`src/hw/rtl/magma_block_cipher_top_assert.svh`:
```
// Assertion macros for the Magma cipher pipeline.
// Each macro expects the signals clk and arst_n in the scope where it is used.
`ifndef MAGMA_BLOCK_CIPHER_TOP_ASSERT_SVH
`define MAGMA_BLOCK_CIPHER_TOP_ASSERT_SVH

`define MAGMA_ASSERT_IMP(lbl, ante, cons) \
	lbl: assert property (@(posedge clk) disable iff (!arst_n) (ante) |-> (cons)) \
		else $error("magma pipeline assertion failed");

`define MAGMA_ASSERT_NEXT(lbl, ante, cons) \
	lbl: assert property (@(posedge clk) disable iff (!arst_n) (ante) |=> (cons)) \
		else $error("magma pipeline assertion failed");

`endif

```
`src/hw/rtl/magma_pkg.sv`:
```
`default_nettype none

package magma_pkg;

	localparam int NUM_ROUNDS   = 32;
	localparam int NUM_KEYS     = 8;
	localparam int ROT          = 11;
	localparam int CFG_IDX_W    = 8;
	localparam int KEY_IDX_W    = 3;

	typedef logic [31:0] word_t;
	typedef logic [KEY_IDX_W-1:0] key_idx_t;

	typedef struct packed {
		logic  kind;
		word_t a1;
		word_t a0;
	} stage_t;

	localparam logic [3:0] SBOX [8][16] = '{
		'{4'hc, 4'h4, 4'h6, 4'h2, 4'ha, 4'h5, 4'hb, 4'h9,
		  4'he, 4'h8, 4'hd, 4'h7, 4'h0, 4'h3, 4'hf, 4'h1},
		'{4'h6, 4'h8, 4'h2, 4'h3, 4'h9, 4'ha, 4'h5, 4'hc,
		  4'h1, 4'he, 4'h4, 4'h7, 4'hb, 4'hd, 4'h0, 4'hf},
		'{4'hb, 4'h3, 4'h5, 4'h8, 4'h2, 4'hf, 4'ha, 4'hd,
		  4'he, 4'h1, 4'h7, 4'h4, 4'hc, 4'h9, 4'h6, 4'h0},
		'{4'hc, 4'h8, 4'h2, 4'h1, 4'hd, 4'h4, 4'hf, 4'h6,
		  4'h7, 4'h0, 4'ha, 4'h5, 4'h3, 4'he, 4'h9, 4'hb},
		'{4'h7, 4'hf, 4'h5, 4'ha, 4'h8, 4'h1, 4'h6, 4'hd,
		  4'h0, 4'h9, 4'h3, 4'he, 4'hb, 4'h4, 4'h2, 4'hc},
		'{4'h5, 4'hd, 4'hf, 4'h6, 4'h9, 4'h2, 4'hc, 4'ha,
		  4'hb, 4'h7, 4'h8, 4'h1, 4'h4, 4'h3, 4'he, 4'h0},
		'{4'h8, 4'he, 4'h2, 4'h5, 4'h6, 4'h9, 4'h1, 4'hc,
		  4'hf, 4'h4, 4'hb, 4'h0, 4'hd, 4'ha, 4'h3, 4'h7},
		'{4'h1, 4'h7, 4'he, 4'hd, 4'h0, 4'h5, 4'h8, 4'h3,
		  4'h4, 4'hf, 4'ha, 4'h6, 4'h9, 4'hc, 4'hb, 4'h2}
	};

	// Encryption schedule: words 0..7 three times, then 7..0.
	function automatic key_idx_t enc_key_idx(input int r);
		key_idx_t low;
		low = key_idx_t'(r);
		if (r < 24) begin
			return low;
		end
		return ~low;
	endfunction

endpackage

`default_nettype wire

```
`src/hw/rtl/magma_round.sv`:
```
`default_nettype none

module magma_feistel_stage (
	input  wire                 clk,
	input  wire                 arst_n,
	input  wire                 up_valid,
	output logic                up_ready,
	input  magma_pkg::stage_t   up_data,
	input  magma_pkg::word_t    key,
	output logic                dn_valid,
	input  wire                 dn_ready,
	output magma_pkg::stage_t   dn_data
);

	magma_pkg::word_t  sum;
	magma_pkg::word_t  sub;
	magma_pkg::word_t  rot;
	magma_pkg::stage_t nxt;
	logic              valid_s1;
	magma_pkg::stage_t data_s1;

	always_comb begin
		sum = up_data.a0 + key;
		for (int i = 0; i < 8; i++) begin
			sub[4*i +: 4] = magma_pkg::SBOX[i][sum[4*i +: 4]];
		end
		rot = {sub[31-magma_pkg::ROT:0], sub[31:32-magma_pkg::ROT]};
		nxt.kind = up_data.kind;
		nxt.a0   = up_data.a1 ^ rot;
		nxt.a1   = up_data.a0;
	end

	assign up_ready = !valid_s1 || dn_ready;

	always_ff @(posedge clk or negedge arst_n) begin
		if (!arst_n) begin
			valid_s1 <= 1'b0;
		end else if (up_ready) begin
			valid_s1 <= up_valid;
		end
	end

	always_ff @(posedge clk) begin
		if (up_valid && up_ready) begin
			data_s1 <= nxt;
		end
	end

	assign dn_valid = valid_s1;
	assign dn_data  = data_s1;

endmodule

`default_nettype wire

```
`config.mk`:
```
export PLATFORM = sky130hd
export DESIGN_NAME = magma_feistel_stage
export DESIGN_NICKNAME = d
export VERILOG_FILES = /design/src/hw/rtl/magma_block_cipher_top_assert.svh /design/src/hw/rtl/magma_pkg.sv /design/src/hw/rtl/magma_round.sv
export SDC_FILE = /design/constraint.sdc
export NUM_CORES = 1
export LEC_CHECK = 0
export BUFFER_PORTS_ARGS = -buffer_cell sky130_fd_sc_hd__buf_4
export CAP_MARGIN = 25
export CORE_ASPECT_RATIO = 1.4
export CORE_MARGIN = 1
export CORE_UTILIZATION = 40
export CTS_BUF_LIST = sky130_fd_sc_hd__clkbuf_2 sky130_fd_sc_hd__clkbuf_4 sky130_fd_sc_hd__clkbuf_8
export DETAILED_ROUTE_END_ITERATION = 10
export SYNTH_ARGS = -nofsm -noshare
export SYNTH_HDL_FRONTEND = slang
export SYNTH_SLANG_ARGS = --single-unit
```
`constraint.sdc`:
```
create_clock -name clk -period 2.8 [get_ports clk]
set_input_delay 0.14 -clock clk [delete_from_list [all_inputs] [get_ports clk]]
set_output_delay 0.14 -clock clk [all_outputs]
set_load 0.02 [all_outputs]
```
==> run_results.csv <==
group,metric,value,unit
power,seq_power_share,0.279,
global_routing,grtUsageTotal,0.211,
power,switching_power,1700,uW
global_routing,grt_pass1_wl,23300,microns
sta,tightest_slew,0.617,ns
floorplan,io_pins,168,
sta,slew_violations,0,
synthesis,synth_nets,662,
sta,max_freq,348,MHz
power,p_leak,0.00395,uW
outcome,failed_checks,"negative setup slack",
synthesis,yosys_warnings,0,
synthesis,yosysUniqueCellTypes,68,
clock_tree,cts_sinks,66,
global_routing,antenna_found_initial,0,
synthesis,synth-seq-cells,66,
clock_tree,cts_tree,"yes",
global_routing,grt_pass1_vias,5268,
floorplan,die_y,140,microns
final_layout,n_fill_cell,1060,
power,internal_power,3050,uW
drt,post-route-drc-count,0,
final_layout,final-seq-area,1980,sq um
floorplan,core_area,13000,sq um
synthesis,syn_area,5410,sq um
clock_tree,insertion_delay,0.36,ns
critical_path,critPathKind,"in2reg",
floorplan,initial_utilization,0.416,
drt,via_per_inst,4.94,
clock_tree,h-tree-depth,3,
power,combinationalPowerShare,0.535,
final_layout,syn2layout_area_growth,63.6,%
synthesis,synthCells,492,
clock_tree,cts_buffers,9,
drt,routed_wl,15000,microns
critical_path,worstPathArrival,2.99,ns
clock_tree,path_clk_slew,0.10,ns
sta,setup_viol,7,
final_layout,fin_nets,996,
placement,gp_congestion,0.834,
final_layout,final_cells,1009,
final_layout,final_util,0.681,
floorplan,die_w,100,microns
hold_path,hp-class,"in2reg",
power,power_density,537,nW/um^2
final_layout,diodes,0,
final_layout,multi_input_area,3720,sq um
drt,first_pass_iters,4,
synthesis,synth_ff_type,"edfxtp_1",
sta,finalCritPeriodShare,1.03,
sta,final.setup.tns,-0.239,ns
synthesis,seq_area_frac_synth,0.366,
floorplan,dieArea,14000,sq um
drt,drtIter0Drc,141,
sta,slew_headroom,0.587,
global_routing,grt_max_degree,25,
placement,port_buffers,167,
flow_run,drv_cap,0,
outcome,status,"finished, violations left",
drt,routed-via-count,4980,
final_layout,final_cell_mix,"294 x buf_4, 65 x edfxtp_1, 47 x ha_1",
critical_path,cp_max_fo,4,
global_routing,overflow,0,
placement,dp_hpwl,11500,microns
final_layout,final_common_cell,"buf_4",
synthesis,synth_edf_count,65,
sta,hold_ws,0.0569,ns
sta,finalWorstSetupSlack,-0.0762,ns
sta,rsz0062_at_grt,"yes",
drt,wl_per_cell,14.9,microns
floorplan,rows,49,
power,switching_share,0.358,
critical_path,cp.required,2.91,ns
clock_tree,cts_buffer_depth,2,
critical_path,critPathLaunchType,"input pin",
power,power_frac_clock,0.187,
power,vdd_drop_max,0.000293,V
synthesis,avgSynthCellArea,11.0,sq um
placement,dp.cells,942,
sta,fin_worst_skew,0.0195,ns
clock_tree,root_buffer,"clkbuf_8",
sta,period_needed,2.88,ns
synthesis,async_flop_share,0.0152,
sta,final-hold-violation-count,0,
critical_path,endpoint_kind,"register",
drt,ant_nets,0,
final_layout,layout-drive-gt1-share,0.514,
-- critical path: stages --
cell	delay, ns
buf_6	0.10
ha_4	0.15
inv_2	0.05
fa_2	0.19
nand2b_4	0.13
a21oi_4	0.06
o41a_4	0.46
a31oi_4	0.21
o21ai_4	0.09
buf_4	0.15
a21oi_4	0.13
xor2_2	0.23
ha_1	0.29
mux4_2	0.47
xnor2_1	0.13
-- cells in the mapped netlist (2+ instances only) --
master,instances,share of area
a211oi_1,9,0.012
a21o_1,9,0.012
a21o_2,5,0.0081
a21oi_1,29,0.027
a31o_2,3,0.0049
a31oi_1,8,0.0093
a32o_1,2,0.0037
and2_1,2,0.0023
and3_1,3,0.0035
and3_2,2,0.0028
buf_2,2,0.0019
buf_4,3,0.0042
clkbuf_1,2,0.0014
edfxtp_1,65,0.36
ha_1,68,0.16
inv_1,32,0.022
mux2i_1,7,0.013
mux4_2,11,0.046
nand2_1,25,0.017
nand2b_1,8,0.0093
nand3_1,6,0.0056
nand4_1,4,0.0046
nor2_1,29,0.020
nor2b_1,7,0.0081
nor3_1,6,0.0056
nor3b_1,4,0.0056
nor4_1,2,0.0023
o211ai_1,7,0.0097
o21a_1,4,0.0056
o21ai_0,21,0.019
o21ai_2,3,0.0049
o21bai_1,3,0.0042
o31ai_1,2,0.0028
or3_1,3,0.0035
xnor2_1,29,0.047
xor2_1,35,0.057
-- power by group through the flow --
stage / sequential, uW / combinational, uW / clock, uW
after floorplan: 1510 / 1260 / 0
after global placement: 1340 / 2240 / 0
after detailed placement: 1350 / 2320 / 0
after CTS: 1330 / 2420 / 915
after global routing: 1330 / 2740 / 952
final: 1320 / 2540 / 886
-- metrics by stage --
stage	cell area [sq um]	total power, uW	setup slack (ns)
6_report	8850	4750	-0.0762
5_1_grt	8850	5030	-0.221
4_1_cts	8620	4660	-0.0745
3_5_place_dp	7950	3660	-0.482
3_3_place_gp	7950	3590	-0.450
2_1_floorplan	5710	2770	-0.297
-- kinds of logic after synthesis --
| kind of cell | synth area share |
|---|---|
| xor gates and xnor gates | 0.111 |
| buffers and inverters | 0.0352 |
| and+or+nand+nor | 0.101 |
| DFF | 0.366 |
| muxes | 0.0588 |
| adders and majority gates | 0.163 |
| AOI/OAI and AO/OA | 0.165 |
-- flip-flops by register name (all words and copies together), names as in the netlist --
register,count
dn_data,65
dn_valid,1
-- path summary, 6_finish.rpt --
kind,start,end,slack [ns],cells after the start
worst min register to register,dn_valid,dn_valid,0.56,2
worst max register to register,dn_valid,dn_data[28],1.05,3
worst min-delay path,up_data[43],dn_data[11],0.06,2
worst max-delay path,up_data[0],dn_data[2],-0.08,15
max in group asynchronous,arst_n,dn_valid,2.65,2
min in group asynchronous,arst_n,dn_valid,0.07,2
-- metal layers --
layer / wire length (microns) / track usage / vias up
met5: 0 / 0 / -
met4: 263 / 0.0755 / 0
met3: 600 / 0.0331 / 18
met2: 8540 / 0.410 / 114
met1: 5620 / 0.224 / 2367
li1: - / - / 2481
-- layout make-up --
cell class	instances	area share
Clock inverter	6	0.00820
Inverter	33	0.0141
Tap cell	178	0.0252
Clock buffer	10	0.0156
Sequential cell	66	0.223
Multi-Input combinational cell	384	0.421
Timing Repair Buffer	332	0.293
-- what timing repair did --
item	CTS	global route
hold buffers	35	0
setup buffers	7	9
hold endpoints to repair	35	0
gates resized for setup	14	34
pin swaps	16	27
setup endpoints to repair	8	20
Power figures use the tool's default switching activity.
